[src/sv/erl_pkg.sv]
// Shared constants, codes and types for the event rate limiter.
// Used by erl_judge, erl_store and event_rate_limiter_top; no dependencies.
`timescale 1ns / 1ps
`default_nettype none

package erl_pkg;

    localparam int TIME_BITS   = 32;
    localparam int SLOTS_DEF   = 16;
    localparam int MAX_EV_W    = 5;
    localparam int COUNT_OUT_W = 5;
    localparam int VERDICT_W   = 2;
    localparam int CFG_IDX_W   = 2;

    localparam logic [VERDICT_W-1:0] VERDICT_PASS  = 2'd0;
    localparam logic [VERDICT_W-1:0] VERDICT_BEGIN = 2'd1;
    localparam logic [VERDICT_W-1:0] VERDICT_DROP  = 2'd2;

    localparam logic [CFG_IDX_W-1:0] CFG_MAX_EVENTS = 2'd0;
    localparam logic [CFG_IDX_W-1:0] CFG_WINDOW     = 2'd1;
    localparam logic [CFG_IDX_W-1:0] CFG_HOLD       = 2'd2;

    localparam logic [MAX_EV_W-1:0]  MAX_EVENTS_RST = 5'd16;
    localparam logic [TIME_BITS-1:0] WINDOW_RST     = 32'd60;
    localparam logic [TIME_BITS-1:0] HOLD_RST       = 32'd300;

    typedef struct packed {
        logic                 holding;
        logic [TIME_BITS-1:0] hold_start;
    } t_hold_state;

    typedef struct packed {
        logic ring_we;
        logic state_we;
        logic hold_set;
    } t_upd_ctrl;

endpackage

`default_nettype wire

[src/sv/erl_store.sv]
// Timestamp ring and limiter state registers (newest slot, count, hold state).
// Depends on erl_pkg for the hold state and update control types.
`timescale 1ns / 1ps
`default_nettype none

module erl_store #(
    parameter int SLOTS = erl_pkg::SLOTS_DEF,
    localparam int IW = (SLOTS > 1) ? $clog2(SLOTS) : 1,
    localparam int CW = $clog2(SLOTS + 1)
) (
    input  wire                          i_clk,
    input  wire                          i_rst_n,
    input  wire  erl_pkg::t_upd_ctrl     i_ctrl,
    input  wire  [IW-1:0]                i_wr_slot,
    input  wire  [erl_pkg::TIME_BITS-1:0] i_wr_data,
    input  wire  [CW-1:0]                i_next_count,
    input  wire  [IW-1:0]                i_rd_slot,
    output logic [erl_pkg::TIME_BITS-1:0] o_rd_data,
    output logic [IW-1:0]                o_newest,
    output logic [CW-1:0]                o_count,
    output erl_pkg::t_hold_state         o_hold
);

    logic [erl_pkg::TIME_BITS-1:0] r_ring [SLOTS];
    logic [IW-1:0]                 r_newest;
    logic [CW-1:0]                 r_count;
    erl_pkg::t_hold_state          r_hold;

    always_ff @(posedge i_clk) begin
        if (i_ctrl.ring_we) begin
            r_ring[i_wr_slot] <= i_wr_data;
        end
    end

    always_ff @(posedge i_clk) begin
        if (!i_rst_n) begin
            r_newest <= IW'(SLOTS - 1);
            r_count  <= '0;
            r_hold   <= '0;
        end else if (i_ctrl.state_we) begin
            r_newest       <= i_wr_slot;
            r_count        <= i_next_count;
            r_hold.holding <= i_ctrl.hold_set;
            if (i_ctrl.hold_set) begin
                r_hold.hold_start <= i_wr_data;
            end
        end
    end

    assign o_rd_data = r_ring[i_rd_slot];
    assign o_newest  = r_newest;
    assign o_count   = r_count;
    assign o_hold    = r_hold;

endmodule

`default_nettype wire

[src/sv/erl_judge.sv]
// Per-event decision: hold check, expiry, limit and window test, state update.
// Depends on erl_pkg for verdict codes and the hold state and control types.
`timescale 1ns / 1ps
`default_nettype none

module erl_judge #(
    parameter int SLOTS = erl_pkg::SLOTS_DEF,
    localparam int IW = (SLOTS > 1) ? $clog2(SLOTS) : 1,
    localparam int CW = $clog2(SLOTS + 1)
) (
    input  wire                           i_commit,
    input  wire  [erl_pkg::TIME_BITS-1:0] i_now,
    input  wire  [erl_pkg::MAX_EV_W-1:0]  i_max_events,
    input  wire  [erl_pkg::TIME_BITS-1:0] i_window,
    input  wire  [erl_pkg::TIME_BITS-1:0] i_hold_len,
    input  wire  [IW-1:0]                 i_newest,
    input  wire  [CW-1:0]                 i_count,
    input  wire  erl_pkg::t_hold_state    i_hold,
    input  wire  [erl_pkg::TIME_BITS-1:0] i_rd_data,
    output logic [IW-1:0]                 o_rd_slot,
    output logic [IW-1:0]                 o_wr_slot,
    output logic [CW-1:0]                 o_next_count,
    output erl_pkg::t_upd_ctrl            o_ctrl,
    output logic [erl_pkg::VERDICT_W-1:0] o_verdict,
    output logic [erl_pkg::COUNT_OUT_W-1:0] o_recorded_count
);

    localparam int LW = (CW > erl_pkg::MAX_EV_W) ? CW : erl_pkg::MAX_EV_W;
    localparam int NW = (IW + 1 > LW) ? IW + 1 : LW;

    logic [LW-1:0]                 me_l;
    logic [LW-1:0]                 lim_l;
    logic [erl_pkg::TIME_BITS-1:0] held;
    logic [erl_pkg::TIME_BITS-1:0] age;
    logic                          in_hold;
    logic                          expired;
    logic [CW-1:0]                 cnt;
    logic [IW-1:0]                 nw;
    logic [NW-1:0]                 nsum;
    logic [IW-1:0]                 nxt;
    logic                          below;
    logic                          pass;
    logic [CW-1:0]                 cnt_new;
    logic [LW-1:0]                 cnt_out_l;

    always_comb begin
        me_l = LW'(i_max_events);
        if (me_l == '0) begin
            lim_l = LW'(1);
        end else if (me_l > LW'(SLOTS)) begin
            lim_l = LW'(SLOTS);
        end else begin
            lim_l = me_l;
        end
    end

    assign held    = i_now - i_hold.hold_start;
    assign in_hold = i_hold.holding && (held < i_hold_len);
    assign expired = i_hold.holding && !in_hold;
    assign cnt     = expired ? '0 : i_count;
    assign nw      = expired ? IW'(SLOTS - 1) : i_newest;

    assign nsum = NW'(nw) + NW'(1);
    assign nxt  = (nsum >= NW'(lim_l)) ? '0 : nsum[IW-1:0];

    assign below = LW'(cnt) < lim_l;
    assign age   = i_now - i_rd_data;
    assign pass  = below || (age > i_window);

    always_comb begin
        o_ctrl = '0;
        if (in_hold) begin
            o_verdict = erl_pkg::VERDICT_DROP;
            cnt_new   = i_count;
            o_wr_slot = nxt;
        end else if (pass) begin
            o_verdict       = erl_pkg::VERDICT_PASS;
            cnt_new         = below ? cnt + CW'(1) : cnt;
            o_wr_slot       = nxt;
            o_ctrl.ring_we  = i_commit;
            o_ctrl.state_we = i_commit;
        end else begin
            o_verdict       = erl_pkg::VERDICT_BEGIN;
            cnt_new         = cnt;
            o_wr_slot       = nw;
            o_ctrl.state_we = i_commit;
            o_ctrl.hold_set = 1'b1;
        end
    end

    assign o_rd_slot        = nxt;
    assign o_next_count     = cnt_new;
    assign cnt_out_l        = LW'(cnt_new);
    assign o_recorded_count = cnt_out_l[erl_pkg::COUNT_OUT_W-1:0];

endmodule

`default_nettype wire

[src/sv/event_rate_limiter_top.sv]
// Event rate limiter top level: handshakes, configuration registers, pipeline.
// Depends on erl_pkg, erl_store and erl_judge.
//
// Each event carries an arrival time in seconds and yields exactly one result:
// pass, suppression begins, or dropped during hold, with the number of passed
// events recorded afterwards. One event is taken per clock cycle while the
// output is not stalled; each event is held in the input register and its
// result in the result register. The rate is set by the single ring read,
// plus a ring write and state update as the verdict needs, done between those
// registers. No clearing pass runs after reset. Configuration writes are
// always ready and must be issued only while no events are in flight.
`timescale 1ns / 1ps
`default_nettype none

module event_rate_limiter_top #(
    parameter int SLOTS = erl_pkg::SLOTS_DEF
) (
    input  wire                             i_clk,
    input  wire                             i_rst_n,
    input  wire                             i_in_valid,
    output logic                            o_in_stall,
    input  wire  [erl_pkg::TIME_BITS-1:0]   i_event_time,
    output logic                            o_out_valid,
    input  wire                             i_out_stall,
    output logic [erl_pkg::VERDICT_W-1:0]   o_verdict,
    output logic [erl_pkg::COUNT_OUT_W-1:0] o_recorded_count,
    input  wire                             i_cfg_valid,
    output logic                            o_cfg_ready,
    input  wire  [erl_pkg::CFG_IDX_W-1:0]   i_cfg_index,
    input  wire  [erl_pkg::TIME_BITS-1:0]   i_cfg_data
);

    localparam int IW = (SLOTS > 1) ? $clog2(SLOTS) : 1;
    localparam int CW = $clog2(SLOTS + 1);

    logic [erl_pkg::MAX_EV_W-1:0]    r_max_events;
    logic [erl_pkg::TIME_BITS-1:0]   r_window;
    logic [erl_pkg::TIME_BITS-1:0]   r_hold_len;

    logic                            r_in_valid;
    logic                            n_in_valid;
    logic [erl_pkg::TIME_BITS-1:0]   r_in_time;
    logic                            r_out_valid;
    logic                            n_out_valid;
    logic [erl_pkg::VERDICT_W-1:0]   r_out_verdict;
    logic [erl_pkg::COUNT_OUT_W-1:0] r_out_count;

    logic                            out_free;
    logic                            in_xfer;
    logic                            commit;

    logic [IW-1:0]                   w_rd_slot;
    logic [IW-1:0]                   w_wr_slot;
    logic [erl_pkg::TIME_BITS-1:0]   w_rd_data;
    logic [IW-1:0]                   w_newest;
    logic [CW-1:0]                   w_count;
    logic [CW-1:0]                   w_next_count;
    erl_pkg::t_hold_state            w_hold;
    erl_pkg::t_upd_ctrl              w_ctrl;
    logic [erl_pkg::VERDICT_W-1:0]   w_verdict;
    logic [erl_pkg::COUNT_OUT_W-1:0] w_rec_count;

    assign o_cfg_ready = 1'b1;

    always_ff @(posedge i_clk) begin
        if (!i_rst_n) begin
            r_max_events <= erl_pkg::MAX_EVENTS_RST;
            r_window     <= erl_pkg::WINDOW_RST;
            r_hold_len   <= erl_pkg::HOLD_RST;
        end else if (i_cfg_valid && o_cfg_ready) begin
            unique case (i_cfg_index)
                erl_pkg::CFG_MAX_EVENTS: r_max_events <= i_cfg_data[erl_pkg::MAX_EV_W-1:0];
                erl_pkg::CFG_WINDOW:     r_window     <= i_cfg_data;
                erl_pkg::CFG_HOLD:       r_hold_len   <= i_cfg_data;
                default: begin
                end
            endcase
        end
    end

    assign out_free   = !r_out_valid || !i_out_stall;
    assign commit     = r_in_valid && out_free;
    assign o_in_stall = r_in_valid && !out_free;
    assign in_xfer    = i_in_valid && !o_in_stall;

    always_comb begin
        n_in_valid = r_in_valid;
        if (in_xfer) begin
            n_in_valid = 1'b1;
        end else if (commit) begin
            n_in_valid = 1'b0;
        end
        n_out_valid = r_out_valid;
        if (commit) begin
            n_out_valid = 1'b1;
        end else if (!i_out_stall) begin
            n_out_valid = 1'b0;
        end
    end

    always_ff @(posedge i_clk) begin
        if (!i_rst_n) begin
            r_in_valid  <= 1'b0;
            r_out_valid <= 1'b0;
        end else begin
            r_in_valid  <= n_in_valid;
            r_out_valid <= n_out_valid;
        end
    end

    always_ff @(posedge i_clk) begin
        if (in_xfer) begin
            r_in_time <= i_event_time;
        end
        if (commit) begin
            r_out_verdict <= w_verdict;
            r_out_count   <= w_rec_count;
        end
    end

    erl_judge #(
        .SLOTS (SLOTS)
    ) u_judge (
        .i_commit         (commit),
        .i_now            (r_in_time),
        .i_max_events     (r_max_events),
        .i_window         (r_window),
        .i_hold_len       (r_hold_len),
        .i_newest         (w_newest),
        .i_count          (w_count),
        .i_hold           (w_hold),
        .i_rd_data        (w_rd_data),
        .o_rd_slot        (w_rd_slot),
        .o_wr_slot        (w_wr_slot),
        .o_next_count     (w_next_count),
        .o_ctrl           (w_ctrl),
        .o_verdict        (w_verdict),
        .o_recorded_count (w_rec_count)
    );

    erl_store #(
        .SLOTS (SLOTS)
    ) u_store (
        .i_clk        (i_clk),
        .i_rst_n      (i_rst_n),
        .i_ctrl       (w_ctrl),
        .i_wr_slot    (w_wr_slot),
        .i_wr_data    (r_in_time),
        .i_next_count (w_next_count),
        .i_rd_slot    (w_rd_slot),
        .o_rd_data    (w_rd_data),
        .o_newest     (w_newest),
        .o_count      (w_count),
        .o_hold       (w_hold)
    );

    assign o_out_valid      = r_out_valid;
    assign o_verdict        = r_out_verdict;
    assign o_recorded_count = r_out_count;

`ifndef SYNTHESIS
    a_begin_sets_hold: assert property (@(posedge i_clk) disable iff (!i_rst_n)
        (commit && w_verdict == erl_pkg::VERDICT_BEGIN) |=> w_hold.holding)
        else $error("suppression start did not enter hold");

    a_drop_keeps_count: assert property (@(posedge i_clk) disable iff (!i_rst_n)
        (commit && w_verdict == erl_pkg::VERDICT_DROP) |=> $stable(w_count))
        else $error("dropped event changed the stored count");

    a_pass_has_count: assert property (@(posedge i_clk) disable iff (!i_rst_n)
        (o_out_valid && o_verdict == erl_pkg::VERDICT_PASS) |-> (o_recorded_count != '0))
        else $error("passed event reported an empty ring");

    a_stall_only_full: assert property (@(posedge i_clk) disable iff (!i_rst_n)
        o_in_stall |-> (r_in_valid && r_out_valid && i_out_stall))
        else $error("input stalled while pipeline had room");
`endif

endmodule

`default_nettype wire
[config.mk]
export PLATFORM = sky130hd
export DESIGN_NAME = event_rate_limiter_top
export DESIGN_NICKNAME = d
export VERILOG_FILES = /design/src/sv/erl_pkg.sv /design/src/sv/erl_store.sv /design/src/sv/erl_judge.sv /design/src/sv/event_rate_limiter_top.sv
export SDC_FILE = /design/constraint.sdc
export NUM_CORES = 1
export LEC_CHECK = 0
export BUFFER_PORTS_ARGS = -buffer_cell sky130_fd_sc_hd__buf_2
export CORE_MARGIN = 2
export CORE_UTILIZATION = 25
export DETAILED_ROUTE_END_ITERATION = 7
export GPL_TIMING_DRIVEN = 0
export PLACE_DENSITY = 0.36
export SLEW_MARGIN = 5
export SYNTH_ARGS = -nofsm -noshare
export SYNTH_HDL_FRONTEND = slang
export SYNTH_SLANG_ARGS = --single-unit
[constraint.sdc]
create_clock -name i_clk -period 38.3 [get_ports i_clk]
set_input_delay 5.745 -clock i_clk [delete_from_list [all_inputs] [get_ports i_clk]]
set_output_delay 5.745 -clock i_clk [all_outputs]
set_load 0.05 [all_outputs]
# Word level (Yosys, flattened, before mapping)

Memories as Yosys holds them, arrays and structs flattened.
Index checks and enable logic that the tools add are counted.

Equality and inequality tests: 3
Reduce and logical (&&, ||, !) cells: 19
Mux-type cells: 20
$lt $le $gt $ge: 5
Add/subtract/negate cells: 4

Operators by type and width:

| kind                  | count |
|---|---|
| $sub A32 B32 Y32      | 2 |
| $gt A32 B32 Y1        | 1 |
| $lt A32 B32 Y1        | 1 |
| $mux W5               | 6 |
| $mux W4               | 4 |
| $mux W1               | 9 |
| $reduce_and A2 Y1     | 4 |
| $add A4 B1 Y5 const B | 1 |
| $add A5 B1 Y5 const B | 1 |
| $ge A5 B5 Y1          | 1 |
| $gt A5 B5 Y1 const B  | 1 |
| $logic_and A1 B1 Y1   | 5 |
| $logic_not A1 Y1      | 5 |
| $logic_not A5 Y1      | 1 |
| $lt A5 B5 Y1          | 1 |
| $mux W3               | 1 |
| $eq A2 B1 Y1 const B  | 1 |
| $eq A2 B2 Y1 const B  | 1 |
| $logic_not A2 Y1      | 1 |
| $logic_or A1 B1 Y1    | 2 |
| $ne A2 B1 Y1 const B  | 1 |
| $reduce_bool A2 Y1    | 1 |

RAM bits: 512
Output and inout port bits: 10
Input bits: 71
Word-level logic and storage cells: 64
Memories kept: 1
Register bits: 152

Memory list:

| name           | depth | width | read ports | clocked after Yosys merged registers in | write ports | line            | source |
|---|---|---|---|---|---|---|---|
| u_store.r_ring | 16    | 32    | 1          | 0                                       | 1           | erl_store.sv:24 | `logic [erl_pkg::TIME_BITS-1:0] r_ring [SLOTS];` |

# Depth between registers and ports, before layout

An unclocked memory read counts as a cell.

Depth in word-level cells: 17
Mapped depth: 68
Mapped depth without buffers: 61

# Modules after synthesis

From an unflattened synthesis, not the netlist that was laid out.

Cells, all modules: 2046
Area, all modules: 30017.5 um^2

Modules (own cells, without submodules):

| module                 | instances | area each (um^2) | cells each | sequential area each (um^2) |
|---|---|---|---|---|
| erl_store              | 1         | 20738.6          | 978        | 16215.6 |
| erl_judge              | 1         | 5325.1           | 752        | 0.0 |
| event_rate_limiter_top | 1         | 3953.8           | 316        | 2592.5 |

# Worst setup path before layout

Ideal clock, no wire load.

Path type: register to register
Start: reg r_in_time[0] in the netlist's numbering
End: mem u_store.r_ring[12][0] in the netlist's numbering, enable pin
Library setup time: 0.421 ns
Clock period less this slack: 13.759 ns
Data required time: 37.879 ns
Data arrival time: 13.337 ns
Buffers on the path: 7
Slack: 24.541 ns
Cell stages (with the launch flop): 65
Cell sequence: edfxtp_1 inv_1 ha_1 inv_1 fa_1 a21o_1 a21o_1 a2111oi_1 o31ai_1 a21oi_1 nor2b_1 a211oi_2 o21bai_1 and3_1 a221oi_2 xnor2_1 ha_1 nand4_1 (+29 left out) o21a_1 o21ai_0 nand2b_1 a41oi_1 xnor2_1 ha_1 a21o_1 a21o_1 a21oi_1 o21ai_0 a21oi_1 o21ai_0 a21o_1 clkbuf_1 nor2_1 nand2_1 o22a_1 nor2_1

Cells in the longest elaborated chain, start to end: 17
Elaborated cells between the ends (all ways): 21
Those cells by class: add/sub (3); order compare (4); mux (9); reduce/logical (4); memory (1)

Ends and longest elaborated chain:

| element                       | line                          | source |
|---|---|---|
| start, declared               | event_rate_limiter_top.sv:42  | `logic [erl_pkg::TIME_BITS-1:0] r_in_time;` |
| start signal, assigned        | event_rate_limiter_top.sv:113 | `r_in_time <= i_event_time;` |
| $sub A32 B32 Y32              | erl_judge.sv:57               | `assign held = i_now - i_hold.hold_start;` |
| $lt A32 B32 Y1                | erl_judge.sv:58               | `assign in_hold = i_hold.holding && (held < i_hold_len);` |
| $logic_and A1 B1 Y1           | erl_judge.sv:58               |  |
| $logic_not A1 Y1              | erl_judge.sv:59               | `assign expired = i_hold.holding && !in_hold;` |
| $logic_and A1 B1 Y1           | erl_judge.sv:59               |  |
| $mux W4                       | erl_judge.sv:61               | `assign nw = expired ? IW'(SLOTS - 1) : i_newest;` |
| $add A4 B1 Y5                 | erl_judge.sv:63               | `assign nsum = NW'(nw) + NW'(1);` |
| $ge A5 B5 Y1                  | erl_judge.sv:64               | `assign nxt = (nsum >= NW'(lim_l)) ? '0 : nsum[IW-1:0];` |
| $mux W4                       | erl_judge.sv:64               |  |
| $mem_v2 Z16 W32               | --                            |  |
| $sub A32 B32 Y32              | erl_judge.sv:67               | `assign age = i_now - i_rd_data;` |
| $gt A32 B32 Y1                | erl_judge.sv:68               | `assign pass = below \|\| (age > i_window);` |
| $logic_or A1 B1 Y1            | erl_judge.sv:68               |  |
| $mux W1                       | erl_judge.sv:76               | `end else if (pass) begin` |
| $mux W3                       | erl_judge.sv:72               | `if (in_hold) begin` |
| $mux W1                       | erl_store.sv:30               | `if (i_ctrl.ring_we) begin` |
| $mux W1 (implied by the code) | erl_store.sv:31               | `r_ring[i_wr_slot] <= i_wr_data;` |
| end, declared                 | erl_store.sv:24               |  |

Several ways; a longest one is shown, not always the timed one.

# Worst setup path in the final report

Start: reg r_in_time[0] in the netlist's numbering
End: mem u_store.r_ring[2][21] in the netlist's numbering, enable pin

The elaborated chain is that of the path after synthesis.

==> out/results.tsv <==
stage	metric	value	unit
routing	dr_total_vias	22260	
worst_setup_path	timing.critical_path.required	38.64	ns
worst_setup_path	worst_r2r_startpoint	r_in_time[0]	
synthesis	number_of_warnings_reported_in_the_yosys_synthesis_log	0	
worst_setup_path	crit_path_start_kind	flip-flop	
min_path	holdPathEnd	r_window[16]	
synthesis	post_synth_main_area_contributors	sky130_fd_sc_hd__edfxtp_1, sky130_fd_sc_hd__dfxtp_1, sky130_fd_sc_hd__ha_1	
cells_and_area	nFillCells	12540	
floorplanning	num_rows	129	
power	static_leakage	0.01244	uW
routing	drt_pass_1_iters	5	
min_path	worstHoldStart	r_window[16]	
sta	timing.final.max_slew_violations	0	
clock_tree	ctsLongestPathBuffers	3	
global_route	grt.total_usage	0.1827	
worst_setup_path	max_stage_delay	0.99	ns
clock_tree	cts.repair.resized	0	
floorplanning	die-width	355.6	um
floorplanning	pin_count	81	
sta	fin_tns_setup	0	ns
sta	period_needed	21.13	ns
placed_design	pre_cts_ws	16.72	ns
cells_and_area	area_growth_syn_to_layout	18.18	%
worst_setup_path	timing.reg2reg.worst_path_depth	63	
run_status	status	finished clean	
placed_design	buffer_ports.inserted	78	
clock_tree	ctsHtreeMaxLevel	3	
floorplanning	dieHeight	355.6	um
routing	drt_drc_violations_left	0	
synthesis	postSynthNetCount	2926	
min_path	timing.hold.worst.class	flip-flop to flip-flop	
routing	detail-route-antenna-nets	0	
routing	drt-total-wl	116.9	mm
sta	worst_clock_skew	0.02863	ns
placed_design	gp_routability_congestion	0.8533	
clock_tree	clk_transition_reported_paths	0.05	ns
sta	fin_worst_hold_slack	0.4612	ns
cells_and_area	finalNetCount	3107	
floorplanning	core_area	123200	um2
synthesis	postSynth.asyncResetShare	0	
flow_run	drv.max_cap_violation_count	0	
worst_setup_path	critical_path_arrival	21.47	ns
floorplanning	design.die.area	126500	um2
sta	hold_viol_final	0	
clock_tree	clk_tree_root_cell	sky130_fd_sc_hd__clkbuf_16	
worst_setup_path	critical_path.reg2reg.endpoint	u_store.r_ring[2][21]	
synthesis	number_of_instances_in_the_synthesized_netlist	2717	
power	peakVddDrop	51.37	uV
power	pwr_density_cell	94.03	nW/um2
sta	post-route-period-util	0.5517	
sta	unrepaired_setup_endpoints_after_global_routing	false	
worst_setup_path	setup.worst_path.class	flip-flop to flip-flop	
sta	worst_slack	17.17	ns
routing	via_per_inst	4.840	
clock_tree	number_of_buffers_inserted_to_repair_setup_after_cts	0	
worst_setup_path	worst_setup_path_end_kind	flip-flop	
global_route	grt_pass1_wl	165.3	mm
synthesis	edff_count_synth	551	
global_route	global_route.overflow_total	0	
routing	first_iter_violations	1902	
synthesis	synth.ff_latch_count	664	
sta	setup_viols_final	0	
clock_tree	worst_skew_pair.late_latency	0.66	ns
synthesis	share_of_the_yosys_chip_area_belonging_to_registers	0.6085	
synthesis	synthDistinctLibCells	73	
synthesis	area_share_of_the_largest_cell_type_after_synthesis	0.5353	
sta	max_slew.worst_pin.slew	1.372	ns
placed_design	place.detailed.hpwl	85.31	mm
min_path	whs_path_depth	2	
clock_tree	numCtsBuffers	79	
synthesis	mappedNetlistArea	30910	um2
worst_setup_path	crit_start	r_in_time[0]	
power	power	3435	uW
global_route	grt_antenna_before_repair	9	
worst_setup_path	reg2reg_setup_slack	17.17	ns
sta	maxClockFrequency	47.32	MHz
worst_setup_path	crit_path_top_delay_cell	sky130_fd_sc_hd__o21ai_0	
clock_tree	cts-hold-fix-buffers	0	
global_route	grt_pass1_vias	22440	
synthesis	syn-mean-instance-area	11.38	um2
sta	worst_slew_margin_rel	0.08560	
worst_setup_path	crit_path_max_fanout	18	
cells_and_area	drive_gt1_frac	0.1004	
routing	wire_per_inst	25.43	um
synthesis	yosys_most_used_dff	sky130_fd_sc_hd__edfxtp_1	
floorplanning	start_util	0.2510	
synthesis	post-synth-top-area-cell	sky130_fd_sc_hd__edfxtp_1	
clock_tree	clkSinkCount	664	
global_route	grt_max_degree	25	
clock_tree	clock_tree_from_tritoncts	done	
worst max path at each step:
stage	endpoint	slack (ns)	cells after the start
floorplan	u_store.r_ring[12][0]	24.54	64
CTS	u_store.r_ring[3][21]	16.64	62
global route	u_store.r_ring[2][21]	15.89	63
global placement	u_store.r_ring[12][15]	14.30	58
detailed placement	u_store.r_ring[3][15]	16.72	62
finish	u_store.r_ring[2][21]	17.17	63
per-layer routing:
metal | share of wire | GRT usage | wire [um]
met1 | 0.42 | 0.2313 | 49600
met2 | 0.50 | 0.3261 | 58900
met3 | 0.048 | 0.02233 | 5641
met4 | 0.024 | 0.04992 | 2759
met5 | 0 | 0 | 0
metrics by stage:
| step | utilization | area [um2] | std cells |
|---|---|---|---|
| 5_1_grt | 0.2965 | 36520 | 4595 |
| 6_report | 0.2966 | 36530 | 4598 |
| 2_1_floorplan | - | 30910 | 2717 |
| 4_1_cts | 0.2963 | 36490 | 4594 |
| 3_3_place_gp | 0.2708 | 33350 | 4432 |
| 3_5_place_dp | 0.2753 | 33900 | 4453 |
area by class of cell:
| class | count | area (um2) | area share |
|---|---|---|---|
| Multi-Input combinational cell | 1789 | 11170 | 0.3057 |
| Inverter | 114 | 427.9 | 0.01171 |
| Tap cell | 1637 | 2048 | 0.05607 |
| Buffer | 150 | 630.6 | 0.01726 |
| Sequential cell | 664 | 18810 | 0.5149 |
| Clock buffer | 90 | 2018 | 0.05525 |
| Antenna cell | 3 | 7.507 | 0.0002055 |
| Clock inverter | 51 | 570.5 | 0.01562 |
| Timing Repair Buffer | 100 | 848.3 | 0.02322 |
cells by family after synthesis:
group	after synthesis	synth area share
buffers and inverters	264	0.03425
adders and majority gates	138	0.05635
muxes	48	0.01721
other	1	0.0001213
AOI/OAI and AO/OA	632	0.1355
xor gates and xnor gates	62	0.01801
and+or+nand+nor	908	0.1301
DFF	664	0.6085
sequential cells by signal, indices dropped and copies added (netlist names):
signal / count
u_store.r_ring: 512
u_store.o_hold: 33
r_hold_len: 32
r_in_time: 32
r_window: 32
o_recorded_count: 5
r_max_events: 5
u_store.o_count: 5
u_store.o_newest: 4
o_verdict: 2
o_out_valid: 1
r_in_valid: 1
worst max-delay path: cells and delay by family (launching register included):
| family | cells | cell delay [ns] |
|---|---|---|
| buffers and inverters | 12 | 4.20 |
| AO/OA/AOI/OAI | 25 | 8.82 |
| AND/OR/NAND/NOR | 17 | 4.25 |
| flip-flops | 1 | 0.72 |
| XOR/XNOR | 2 | 0.54 |
| adder cells (fa/ha/maj) | 7 | 2.14 |
Yosys cell counts, drive strengths merged (7+ instances only):
master and number:
nand2 429, ha 136, mux2i 43, o211ai 25
a32oi 9, o22ai 28, nand2b 14, a31oi 13
buf 51, o22a 19, a21o 49, o21a 12
or2 7, a311oi 14, o221ai 27, nand4 17
edfxtp 551, or3 21, nor2 178, xor2 19
inv 114, and3 28, a32o 22, clkbuf 99
dfxtp 113, a211oi 12, o21bai 7, xnor2 42
nor2b 56, nand3 85, a21oi 114, a21boi 58
nor3 52, o21ai 181, o31ai 12
report_power, final:
part | switching (uW) | internal [uW]
clock network | 319 | 443
registers | 28.1 | 831
logic | 1210 | 603
cell usage in the layout, fill, tap and decap left out, types with 42 or more instances in the layout:
cell / Yosys / final
sky130_fd_sc_hd__a21boi_0: 58 / 57
sky130_fd_sc_hd__clkbuf_16: 0 / 79
sky130_fd_sc_hd__xnor2_1: 42 / 42
sky130_fd_sc_hd__edfxtp_1: 551 / 551
sky130_fd_sc_hd__ha_1: 136 / 136
sky130_fd_sc_hd__buf_2: 36 / 114
sky130_fd_sc_hd__nand3_1: 85 / 85
sky130_fd_sc_hd__nor3_1: 51 / 51
sky130_fd_sc_hd__o21ai_0: 180 / 180
sky130_fd_sc_hd__nor2_1: 178 / 162
sky130_fd_sc_hd__nor2b_1: 56 / 55
sky130_fd_sc_hd__dfxtp_1: 113 / 113
sky130_fd_sc_hd__a21o_1: 49 / 49
sky130_fd_sc_hd__inv_1: 114 / 114
sky130_fd_sc_hd__a21oi_1: 112 / 112
sky130_fd_sc_hd__nand2_1: 429 / 429
sky130_fd_sc_hd__mux2i_1: 43 / 43
sky130_fd_sc_hd__clkbuf_1: 99 / 110
No activity file was read; power rests on OpenSTA's default activity.
